[src/rtl/core/assert_macros.svh]
// ----------------------------------------------------------------------------
// assert_macros.svh
// Assertion helpers with a clock and an active-low synchronous reset.
// ----------------------------------------------------------------------------
`ifndef ASSERT_MACROS_SVH
`define ASSERT_MACROS_SVH

// same-cycle implication
`define ASSERT_IMPLY(label, clk, rst_n, ante, cons) \
  label: assert property (@(posedge clk) disable iff (!rst_n) (ante) |-> (cons)) \
    else $error("assertion failed: same-cycle implication");

// next-cycle implication
`define ASSERT_NEXT(label, clk, rst_n, ante, cons) \
  label: assert property (@(posedge clk) disable iff (!rst_n) (ante) |=> (cons)) \
    else $error("assertion failed: next-cycle implication");

`endif

[src/rtl/core/lnnm_pkg.sv]
// ----------------------------------------------------------------------------
// lnnm_pkg
// Shared types and codes of the landmark nearest-neighbor matcher.
// ----------------------------------------------------------------------------
package lnnm_pkg;

  localparam int CFG_IDX_W = 2;

  localparam logic [CFG_IDX_W-1:0] CFG_ROBOT_X   = 2'd0;
  localparam logic [CFG_IDX_W-1:0] CFG_ROBOT_Y   = 2'd1;
  localparam logic [CFG_IDX_W-1:0] CFG_MAP_COUNT = 2'd2;

  localparam int MAP_COUNT_W = 7;
  localparam int INDEX_W     = 6;

  localparam logic KIND_LOAD  = 1'b0;
  localparam logic KIND_QUERY = 1'b1;

  typedef enum logic [1:0] {
    ST_IDLE,
    ST_ISSUE,
    ST_WAIT
  } state_t;

  // tag that travels with each candidate through the scan pipeline
  typedef struct packed {
    logic vld;
    logic robot;  // candidate is the robot position (range reference)
    logic last;   // final candidate of this query
  } tag_t;

endpackage

[src/rtl/core/lnnm_store.sv]
// ----------------------------------------------------------------------------
// lnnm_store
// Landmark store: one write port, one read port, registered read data.
// ----------------------------------------------------------------------------
module lnnm_store #(
  parameter int DEPTH = 64,
  parameter int AW    = 6,
  parameter int DW    = 32
) (
  input  logic          clk,
  input  logic          we,
  input  logic [AW-1:0] waddr,
  input  logic [DW-1:0] wdata,
  input  logic          re,
  input  logic [AW-1:0] raddr,
  output logic [DW-1:0] rdata
);

  logic [DW-1:0] mem [DEPTH];

  always_ff @(posedge clk) begin
    if (we) begin
      mem[waddr] <= wdata;
    end
  end

  always_ff @(posedge clk) begin
    if (re) begin
      rdata <= mem[raddr];
    end
  end

endmodule

[src/rtl/core/lnnm_scan.sv]
// ----------------------------------------------------------------------------
// lnnm_scan
// Distance pipeline: square stage, running-minimum stage, gate and result.
// ----------------------------------------------------------------------------
module lnnm_scan #(
  parameter int COORD_BITS = 16,
  parameter int AW         = 6
) (
  input  logic                                clk,
  input  logic                                rst_n,
  input  lnnm_pkg::tag_t                      tag_i,
  input  logic [AW-1:0]                       idx_i,
  input  logic signed [COORD_BITS-1:0]        mem_x_i,
  input  logic signed [COORD_BITS-1:0]        mem_y_i,
  input  logic signed [COORD_BITS-1:0]        robot_x_i,
  input  logic signed [COORD_BITS-1:0]        robot_y_i,
  input  logic signed [COORD_BITS-1:0]        pt_x_i,
  input  logic signed [COORD_BITS-1:0]        pt_y_i,
  output logic                                res_vld_o,
  output logic                                matched_o,
  output logic [lnnm_pkg::INDEX_W-1:0]        index_o,
  output logic signed [COORD_BITS:0]          innov_x_o,
  output logic signed [COORD_BITS:0]          innov_y_o
);

  localparam int DW  = COORD_BITS + 1;
  localparam int SQW = 2 * COORD_BITS;
  localparam int DSW = SQW + 1;
  localparam int HW  = DSW + 7;

  // square stage
  logic signed [COORD_BITS-1:0] cand_x, cand_y;
  logic signed [DW-1:0]         dx, dy;
  logic signed [2*DW-1:0]       sqx_full, sqy_full;

  lnnm_pkg::tag_t               s1_tag_r;
  logic [AW-1:0]                s1_idx_r;
  logic signed [DW-1:0]         s1_dx_r, s1_dy_r;
  logic [SQW-1:0]               s1_sqx_r, s1_sqy_r;

  // running minimum
  logic [DSW-1:0]               dsum;
  logic                         better;
  logic                         have_r;
  logic [DSW-1:0]               best_d_r, r2_r;
  logic [AW-1:0]                best_idx_r;
  logic signed [DW-1:0]         best_dx_r, best_dy_r;
  logic                         s2_fin_r;

  // gate
  logic                         g1_vld_r;
  logic [HW-1:0]                hund_r;
  logic                         hit;

  logic                         out_vld_r, matched_r;
  logic [lnnm_pkg::INDEX_W-1:0] index_r;
  logic signed [DW-1:0]         innov_x_r, innov_y_r;

  assign cand_x   = tag_i.robot ? robot_x_i : mem_x_i;
  assign cand_y   = tag_i.robot ? robot_y_i : mem_y_i;
  // landmark minus query; also the innovation
  assign dx       = DW'(cand_x) - DW'(pt_x_i);
  assign dy       = DW'(cand_y) - DW'(pt_y_i);
  assign sqx_full = dx * dx;
  assign sqy_full = dy * dy;

  always_ff @(posedge clk) begin
    if (!rst_n) begin
      s1_tag_r <= '0;
    end else begin
      s1_tag_r <= tag_i;
    end
  end

  always_ff @(posedge clk) begin
    s1_idx_r <= idx_i;
    s1_dx_r  <= dx;
    s1_dy_r  <= dy;
    s1_sqx_r <= sqx_full[SQW-1:0];
    s1_sqy_r <= sqy_full[SQW-1:0];
  end

  assign dsum   = DSW'(s1_sqx_r) + DSW'(s1_sqy_r);
  // strict less-than keeps the lowest index on ties
  assign better = !have_r || (dsum < best_d_r);

  always_ff @(posedge clk) begin
    if (!rst_n) begin
      have_r   <= 1'b0;
      s2_fin_r <= 1'b0;
    end else begin
      s2_fin_r <= s1_tag_r.vld && s1_tag_r.last;
      if (s1_tag_r.vld) begin
        if (s1_tag_r.robot) begin
          have_r <= 1'b0;
        end else if (better) begin
          have_r <= 1'b1;
        end
      end
    end
  end

  always_ff @(posedge clk) begin
    if (s1_tag_r.vld) begin
      if (s1_tag_r.robot) begin
        r2_r <= dsum;
      end else if (better) begin
        best_d_r   <= dsum;
        best_idx_r <= s1_idx_r;
        best_dx_r  <= s1_dx_r;
        best_dy_r  <= s1_dy_r;
      end
    end
  end

  always_ff @(posedge clk) begin
    if (!rst_n) begin
      g1_vld_r <= 1'b0;
    end else begin
      g1_vld_r <= s2_fin_r;
    end
  end

  always_ff @(posedge clk) begin
    hund_r <= HW'(best_d_r) * HW'(100);
  end

  assign hit = have_r && (hund_r < HW'(r2_r));

  always_ff @(posedge clk) begin
    if (!rst_n) begin
      out_vld_r <= 1'b0;
    end else begin
      out_vld_r <= g1_vld_r;
    end
  end

  always_ff @(posedge clk) begin
    if (g1_vld_r) begin
      matched_r <= hit;
      index_r   <= hit ? lnnm_pkg::INDEX_W'(best_idx_r) : '0;
      innov_x_r <= hit ? best_dx_r : '0;
      innov_y_r <= hit ? best_dy_r : '0;
    end
  end

  assign res_vld_o = out_vld_r;
  assign matched_o = matched_r;
  assign index_o   = index_r;
  assign innov_x_o = innov_x_r;
  assign innov_y_o = innov_y_r;

endmodule

[src/rtl/core/landmark_nearest_neighbor_matcher.sv]
// ----------------------------------------------------------------------------
// landmark_nearest_neighbor_matcher
// Nearest stored landmark search with a range-relative distance gate.
// ----------------------------------------------------------------------------
// A load item (kind 0) writes one landmark into the store and busy stays
// low. A query item (kind 1) raises busy and scans store entries
// 0 .. map_count-1 (clipped to MAP_DEPTH), one store read per cycle, then
// one result strobe appears on out_valid. Between acceptance of a query and
// the earliest next item lie one read per landmark plus the robot range
// pass and the square, minimum, gate and output stages. The result is shown
// for one cycle only and cannot be held off, so the receiver must take it
// when out_valid is high. Loads and scans never overlap, so no store entry
// is read and written in the same cycle. Landmarks read by a query must have
// been loaded first.
// ----------------------------------------------------------------------------
module landmark_nearest_neighbor_matcher #(
  parameter int MAP_DEPTH  = 64,
  parameter int COORD_BITS = 16
) (
  input  logic                                  clk,
  input  logic                                  rst_n,
  // configuration
  input  logic                                  cfg_we,
  input  logic [lnnm_pkg::CFG_IDX_W-1:0]        cfg_index,
  input  logic [COORD_BITS-1:0]                 cfg_data,
  // input items
  input  logic                                  start,
  output logic                                  busy,
  input  logic                                  in_kind,
  input  logic [lnnm_pkg::INDEX_W-1:0]          in_slot,
  input  logic signed [COORD_BITS-1:0]          in_point_x,
  input  logic signed [COORD_BITS-1:0]          in_point_y,
  input  logic                                  in_query_last,
  // results
  output logic                                  out_valid,
  output logic                                  out_matched,
  output logic [lnnm_pkg::INDEX_W-1:0]          out_match_index,
  output logic signed [COORD_BITS:0]            out_innov_x,
  output logic signed [COORD_BITS:0]            out_innov_y,
  output logic                                  out_batch_end
);

  `include "assert_macros.svh"

  localparam int AW    = (MAP_DEPTH > 1) ? $clog2(MAP_DEPTH) : 1;
  localparam int CNT_W = $clog2(MAP_DEPTH + 1);
  localparam int MW    = 2 * COORD_BITS;

  // configuration registers
  logic signed [COORD_BITS-1:0]            robot_x_r, robot_y_r;
  logic [lnnm_pkg::MAP_COUNT_W-1:0]        map_count_r;

  always_ff @(posedge clk) begin
    if (!rst_n) begin
      robot_x_r   <= '0;
      robot_y_r   <= '0;
      map_count_r <= '0;
    end else if (cfg_we) begin
      case (cfg_index)
        lnnm_pkg::CFG_ROBOT_X:   robot_x_r   <= cfg_data;
        lnnm_pkg::CFG_ROBOT_Y:   robot_y_r   <= cfg_data;
        lnnm_pkg::CFG_MAP_COUNT: map_count_r <= cfg_data[lnnm_pkg::MAP_COUNT_W-1:0];
        default: ;
      endcase
    end
  end

  // control
  lnnm_pkg::state_t state_r, state_nxt;
  logic [CNT_W-1:0] cnt_r, cnt_nxt;
  logic [CNT_W-1:0] lim_r, lim_nxt;
  logic [CNT_W-1:0] count_eff;
  lnnm_pkg::tag_t   rd_tag_r, rd_tag_nxt;
  logic [AW-1:0]    rd_idx_r;
  logic             accept, mem_we, mem_re, res_vld;
  logic signed [COORD_BITS-1:0] px_r, py_r;
  logic             last_r;
  logic [MW-1:0]    mem_q;

  assign accept    = start && !busy;
  assign count_eff = (32'(map_count_r) > MAP_DEPTH) ? CNT_W'(MAP_DEPTH)
                                                     : CNT_W'(map_count_r);
  assign mem_we    = accept && (in_kind == lnnm_pkg::KIND_LOAD)
                     && (32'(in_slot) < MAP_DEPTH);

  always_comb begin
    state_nxt  = state_r;
    cnt_nxt    = cnt_r;
    lim_nxt    = lim_r;
    rd_tag_nxt = '0;
    mem_re     = 1'b0;
    busy       = (state_r != lnnm_pkg::ST_IDLE);
    case (state_r)
      lnnm_pkg::ST_IDLE: begin
        if (start && (in_kind == lnnm_pkg::KIND_QUERY)) begin
          // robot position goes first to give the range reference
          rd_tag_nxt.vld   = 1'b1;
          rd_tag_nxt.robot = 1'b1;
          rd_tag_nxt.last  = (count_eff == '0);
          cnt_nxt          = '0;
          lim_nxt          = count_eff;
          state_nxt        = (count_eff == '0) ? lnnm_pkg::ST_WAIT : lnnm_pkg::ST_ISSUE;
        end
      end
      lnnm_pkg::ST_ISSUE: begin
        mem_re          = 1'b1;
        rd_tag_nxt.vld  = 1'b1;
        rd_tag_nxt.last = (CNT_W'(cnt_r + 1'b1) == lim_r);
        cnt_nxt         = CNT_W'(cnt_r + 1'b1);
        if (rd_tag_nxt.last) begin
          state_nxt = lnnm_pkg::ST_WAIT;
        end
      end
      lnnm_pkg::ST_WAIT: begin
        if (res_vld) begin
          state_nxt = lnnm_pkg::ST_IDLE;
        end
      end
      default: begin
        state_nxt = lnnm_pkg::ST_IDLE;
      end
    endcase
  end

  always_ff @(posedge clk) begin
    if (!rst_n) begin
      state_r  <= lnnm_pkg::ST_IDLE;
      cnt_r    <= '0;
      lim_r    <= '0;
      rd_tag_r <= '0;
    end else begin
      state_r  <= state_nxt;
      cnt_r    <= cnt_nxt;
      lim_r    <= lim_nxt;
      rd_tag_r <= rd_tag_nxt;
    end
  end

  always_ff @(posedge clk) begin
    rd_idx_r <= cnt_r[AW-1:0];
    if (accept && (in_kind == lnnm_pkg::KIND_QUERY)) begin
      px_r   <= in_point_x;
      py_r   <= in_point_y;
      last_r <= in_query_last;
    end
  end

  lnnm_store #(
    .DEPTH (MAP_DEPTH),
    .AW    (AW),
    .DW    (MW)
  ) u_store (
    .clk   (clk),
    .we    (mem_we),
    .waddr (AW'(in_slot)),
    .wdata ({in_point_x, in_point_y}),
    .re    (mem_re),
    .raddr (cnt_r[AW-1:0]),
    .rdata (mem_q)
  );

  lnnm_scan #(
    .COORD_BITS (COORD_BITS),
    .AW         (AW)
  ) u_scan (
    .clk       (clk),
    .rst_n     (rst_n),
    .tag_i     (rd_tag_r),
    .idx_i     (rd_idx_r),
    .mem_x_i   (mem_q[MW-1:COORD_BITS]),
    .mem_y_i   (mem_q[COORD_BITS-1:0]),
    .robot_x_i (robot_x_r),
    .robot_y_i (robot_y_r),
    .pt_x_i    (px_r),
    .pt_y_i    (py_r),
    .res_vld_o (res_vld),
    .matched_o (out_matched),
    .index_o   (out_match_index),
    .innov_x_o (out_innov_x),
    .innov_y_o (out_innov_y)
  );

  assign out_valid     = res_vld;
  assign out_batch_end = last_r;

  `ASSERT_IMPLY(a_result_while_busy, clk, rst_n, out_valid, state_r == lnnm_pkg::ST_WAIT)
  `ASSERT_IMPLY(a_scan_in_range, clk, rst_n, state_r == lnnm_pkg::ST_ISSUE, cnt_r < lim_r)
  `ASSERT_NEXT(a_query_busy, clk, rst_n, accept && (in_kind == lnnm_pkg::KIND_QUERY), busy)
  `ASSERT_IMPLY(a_no_write_in_scan, clk, rst_n, mem_re, !mem_we)

endmodule

[config.mk]
export PLATFORM = sky130hd
export DESIGN_NAME = landmark_nearest_neighbor_matcher
export DESIGN_NICKNAME = d
export VERILOG_FILES = /design/src/rtl/core/lnnm_pkg.sv /design/src/rtl/core/lnnm_store.sv /design/src/rtl/core/lnnm_scan.sv /design/src/rtl/core/landmark_nearest_neighbor_matcher.sv
export VERILOG_INCLUDE_DIRS = /design/src /design/src/rtl/core
export SDC_FILE = /design/constraint.sdc
export NUM_CORES = 2
export LEC_CHECK = 0
export BUFFER_PORTS_ARGS = -buffer_cell sky130_fd_sc_hd__clkbuf_2
export CORE_MARGIN = 1.5
export CORE_UTILIZATION = 45
export CTS_BUF_LIST = sky130_fd_sc_hd__clkbuf_16
export DETAILED_ROUTE_END_ITERATION = 12
export SLEW_MARGIN = 10
export SYNTH_ARGS = -nofsm -noshare
export SYNTH_HDL_FRONTEND = slang
export SYNTH_SLANG_ARGS = --single-unit
[constraint.sdc]
create_clock -name clk -period 24.7 [get_ports clk]
set_input_delay 1.235 -clock clk [delete_from_list [all_inputs] [get_ports clk]]
set_output_delay 1.235 -clock clk [all_outputs]
set_load 0.02 [all_outputs]
## Yosys cells after proc, flatten, opt, wreduce, memory -nomap -nowiden

Memories as Yosys holds them, arrays and structs flattened. A register that Yosys moved wholly into a read port is not among the register bits.
Index checks and enable logic that the tools add are counted.

- Bits in registers: 393
- Bits in writable memories: 2048
- Input port bits: 62
- Output and inout bits: 44
- Logic and storage cells: 99
- Memories kept: 1

- Add/subtract/negate cells: 4
- $mul: 3
- Magnitude comparators: 3
- Equal/unequal tests: 8
- Mux-type cells: 18
- Bitwise gates (word level): 2
- Reductions and logical operators: 25

Memory list:

| name | depth | width | read ports | clocked after memory_dff | write ports | line | source |
|---|---|---|---|---|---|---|---|
| u_store.mem | 64 | 32 | 1 | 1 | 1 | lnnm_store.sv:19 | `logic [DW-1:0] mem [DEPTH];` |

Operator list:

| kind | number |
|---|---|
| 17-bit by 17-bit multiplier with 32-bit output | 2 |
| 40-bit by 33-bit less-than comparator with 1-bit output | 1 |
| 33-bit by 5-bit multiplier with 38-bit output (second input constant) | 1 |
| 16-bit by 16-bit subtractor with 17-bit output | 2 |
| 32-bit by 32-bit adder with 33-bit output | 1 |
| 33-bit less-than comparator | 1 |
| 16-bit two-way mux | 2 |
| 2-bit AND reduction | 8 |
| 7-bit two-way mux | 2 |
| 7-bit case mux with 2 select lines | 1 |
| 2-bit two-way mux | 4 |
| 7-bit by 1-bit adder with 7-bit output (second input constant) | 1 |
| 7-bit equality test | 1 |
| 7-bit > comparator (second input constant) | 1 |
| 7-bit logical NOT | 1 |
| 1-bit logical AND | 6 |
| 2-bit case mux with 3 select lines | 1 |
| 3-bit AND reduction | 2 |
| 2-bit nonzero test | 3 |
| 1-bit two-way mux | 5 |
| 2-bit by 1-bit equality test with 1-bit output (second input constant) | 2 |
| 2-bit equality test (second input constant) | 2 |
| 2-bit logical NOT | 2 |
| 2-bit != test (second input constant) | 2 |
| 6 further kinds | 9 |

## Logic depth before layout (Yosys ltp)

- Depth in word-level cells: 6
- Depth in mapped cells: 38
- Gate-level depth less buffers: 36

## Cells and area by module

From an unflattened synthesis, not the netlist that was laid out.

- Cells, all modules: 7089
- Area total of the unflattened synthesis: 116595.6 um^2

By module, submodules not included:

| module | times used | cells each | area each (um^2) | seq. area each (um^2) |
|---|---|---|---|---|
| lnnm_store | 1 | 3324 | 78835.6 | 62459.9 |
| lnnm_scan | 1 | 3437 | 34166.5 | 7317.0 |
| landmark_nearest_neighbor_matcher | 1 | 328 | 3593.4 | 2272.2 |

## Least setup slack after synthesis

OpenSTA, ideal clock, no wires.

- Path kind: reg-to-reg
- From: register rd_tag_r[1] (netlist bit)
- To: register u_scan.s1_sqx_r[31]
- Library setup time: 72 ps
- Arrival: 8466 ps
- Required time: 24628 ps
- Setup slack: 16162 ps
- Stages on the path, launching flop included: 36
- Path buffers: 3
- Clock period less this slack: 8538 ps
- Path through: dfxtp_1 clkbuf_1 clkbuf_1 mux2_2 ha_1 nor2b_1 o21ai_0 a21boi_1 o21ai_0 nand2b_1 a21o_1 a21o_1 xor2_1 inv_1 clkbuf_1 nor2_1 fa_1 fa_1 inv_1 fa_1 inv_1 fa_1 fa_1 inv_1 fa_1 inv_1 ha_1 a21oi_1 nand2_1 a31oi_1 o21ai_0 o41ai_1 o211ai_1 a21o_1 a21oi_1 xnor2_1

- Cells in the longest elaborated chain, start to end: 3

RTL lines:

| item | line | source |
|---|---|---|
| start, declared | landmark_nearest_neighbor_matcher.sv:73 | `lnnm_pkg::tag_t rd_tag_r, rd_tag_nxt;` |
| start signal, assigned | landmark_nearest_neighbor_matcher.sv:135 | `rd_tag_r <= rd_tag_nxt;` |
| 16-bit two-way mux | lnnm_scan.sv:59 | `assign cand_x = tag_i.robot ? robot_x_i : mem_x_i;` |
| 16-bit by 16-bit subtractor with 17-bit output | lnnm_scan.sv:62 | `assign dx = DW'(cand_x) - DW'(pt_x_i);` |
| 17-bit by 17-bit multiplier with 32-bit output | lnnm_scan.sv:64 | `assign sqx_full = dx * dx;` |
| via u_scan.sqx_full[31] | lnnm_scan.sv:34 | `logic signed [2*DW-1:0] sqx_full, sqy_full;` |
| end signal, assigned | lnnm_scan.sv:79 | `s1_sqx_r <= sqx_full[SQW-1:0];` |
| end, declared | lnnm_scan.sv:39 | `logic [SQW-1:0] s1_sqx_r, s1_sqy_r;` |

The timed path passes the listed nets, and every way through them passes these cells.
A chain may end at the register's enable or synchronous reset.

## Final worst setup path

- From: register rd_tag_r[1] (netlist bit)
- To: register u_scan.s1_sqx_r[30]

Same word-level chain as after synthesis.

==> results.ini <==
[status]
status = completed

[clocking]
postCtsSetupRepairBufs = 0
hold_buffers = 0
cts_max_path_buffers = 4
cts.clk_slew.worst_paths_ns = 0.07
clkLatencyLatePin_ns = 0.96
cts_tree = yes
htreeDepth = 5
clockRootBuffer = clkbuf_16
cts_resized = 0
cts_buffers = 279
clkSinkCount = 2469

[floorplan]
die-area_um2 = 262000
start_util = 0.453
io-pin-count = 106
core_area_um2 = 257000
fp.dieW_um = 511
num_rows = 186
die_h_um = 511

[synth]
synthAdderAreaFrac = 0.135
synth_top_family_by_area = adder cells
synthFlopType = edfxtp_1
yosys.area_share.simple = 0.0365
synth_nets = 7793
synth_compound_area_frac = 0.0260
netlist_area_um2 = 116000
netlist_instances = 6802
synth_mux_area_frac = 0.134
synth.area.top_cells = edfxtp_1, mux4_2, fa_1
ys_ff_latch = 2469
synth-xor-area-share = 0.0121
avgSynthCellArea_um2 = 17.1
ys_async_sr_fraction = 0
synth-seq-area-share = 0.619
synth.distinct_cells = 70
ys_warn_count = 0
synth_top_area_share = 0.584
synth_edf_count = 2260
yosys.area.top_type = edfxtp_1

[sta]
tightestPinTransition_ns = 1.26
finalHoldViolations = 0
clock_skew_ns = 0.106
report.final.slew_viol_count = 0
fin_crit_sh = 0.399
relSlewSlack = 0.163
max_freq_ghz = 0.102
min_period_ns = 9.85
setup_tns_ns = 0
rsz0062_at_grt = no
finalSetupViolations = 0

[worst_hold_path]
hold_path_class = reg2reg

[finish]
layout_commonest_cell = edfxtp_1
final_cell_mix = edfxtp_1, inv_1, mux4_2, fa_1, ha_1
fin_nets = 8095
drive_gt1_frac = 0.195
fin_cells = 10700
syn2layout_area_growth_pct = 12.1

[setup_path]
start_kind = register
crit_type = reg2reg
cpPeakStageDelay_ns = 0.87
slowest_stage = dfxtp_2
cp_max_fo = 33
crit_top_cell = fa_1
end_kind = register
critical_path_arrival_ns = 10.61
required_ns = 25.46

[global_route]
top_usage_layer = met2
use_met3 = 0.0315
grt.total_usage = 0.220
gr-total-overflow = 0
antenna_found_initial = 26
grt_util_met1 = 0.303
grt_pass1_vias = 63200
grt_pass1_wl_um = 422000
grt_max_degree = 119
grtUsageMet2 = 0.367

[detailed_routing]
routedWlPerCell_um = 26.7
avgViaCountPerCell = 5.58
drcViolationCount = 0
ant_nets = 0
drt_wl_total_um = 285000
dr.pass1.iters = 5
first_iter_violations = 5620
vias = 59700

[placement]
port_buffers = 105
globalplace.congestion = 0.861
hpwl_um = 179000
place_inst = 10200

[run]
maxCapViolations = 0

[final timing paths]
kind	startpoint	endpoint	slack [ns]	cells past startpoint
hold / removal	rd_idx_r[3]	u_scan.s1_idx_r[3]	0.33	0
setup / recovery	rd_tag_r[1]	u_scan.s1_sqx_r[30]	14.85	32
setup reg to reg	rd_tag_r[1]	u_scan.s1_sqx_r[30]	14.85	32
hold reg to reg	rd_idx_r[3]	u_scan.s1_idx_r[3]	0.33	0
[cell usage after synthesis, types with 10 or more instances]
cell type / count
edfxtp_1: 2260
inv_1: 867
mux4_2: 662
fa_1: 546
ha_1: 383
nor2_1: 323
nand2_1: 296
dfxtp_1: 209
clkbuf_1: 142
a21oi_1: 121
xnor2_1: 116
o21ai_0: 98
a21o_1: 84
and2_1: 78
buf_2: 60
xor2_1: 45
nand3_1: 43
nor2b_1: 42
mux2_2: 40
a21boi_0: 38
nor3_1: 34
buf_1: 32
o21a_1: 30
nand2b_1: 25
mux2i_1: 22
and3_1: 20
nand4_1: 17
a211oi_1: 14
a31oi_1: 14
nor3b_1: 11
o21bai_1: 10
[cell type report]
class	instances	area, um^2
Antenna cell	10	25.0
Multi-Input combinational cell	3217	40500
Clock inverter	191	1330
Tap cell	3384	4230
Timing Repair Buffer	257	1750
Inverter	880	3300
Clock buffer	287	7180
Sequential cell	2469	72100
Fill cell	21100	127000
[state kept, by name, summed over array words and instances (netlist names), 17 cells and up]
signal,cells
u_scan.best_dy_r,17
u_scan.innov_x_o,17
u_scan.s1_sqy_r,30
u_scan.innov_y_o,17
u_scan.r2_r,33
u_scan.s1_dx_r,17
u_scan.s1_sqx_r,30
u_scan.s1_dy_r,17
u_store.mem,2048
u_scan.best_d_r,33
u_scan.best_dx_r,17
u_scan.hund_r,38
u_store.rdata,32
[per-stage QoR]
step / setup slack, ns / utilization / area, um^2 / hold slack (ns)
after floorplan: 16.16 / - / 116000 / 0.310
after global placement: 15.27 / 0.474 / 122000 / 0.311
after detailed placement: 14.99 / 0.474 / 122000 / 0.316
after CTS: 14.89 / 0.507 / 130000 / 0.328
after global routing: 14.22 / 0.507 / 130000 / 0.330
final: 14.85 / 0.507 / 130000 / 0.326
[metal layers]
| layer | part of all wire | vias to the layer above |
|---|---|---|
| met1 | 0.42 | 31700 |
| met2 | 0.50 | 1751 |
| li1 | - | 25800 |
| met5 | 0.00024 | - |
| met4 | 0.026 | 12 |
| met3 | 0.058 | 433 |
[logic make-up (layout without fill, tap and decap cells)]
group                    after synthesis  after routing
AND/OR/NAND/NOR                      931            931
AO/OA/AOI/OAI                        472            472
adder cells (fa/ha/maj)              929            929
flip-flops                          2469           2469
other                                  0             10
buffers and inverters               1116           1615
multiplexers                         724            724
XOR/XNOR                             161            161
[worst max-delay path, delay by kind of cell, from the launching register on]
family,cells,cell delay [ns]
buf+inv,6,0.76
flops,1,0.87
compound gates,10,3.24
fa+ha+maj,9,3.81
mux,1,0.27
simple gates,6,0.77
Power is not shown: default switching activity piles up to over one toggle a cycle in this logic, so the estimate is an artifact.
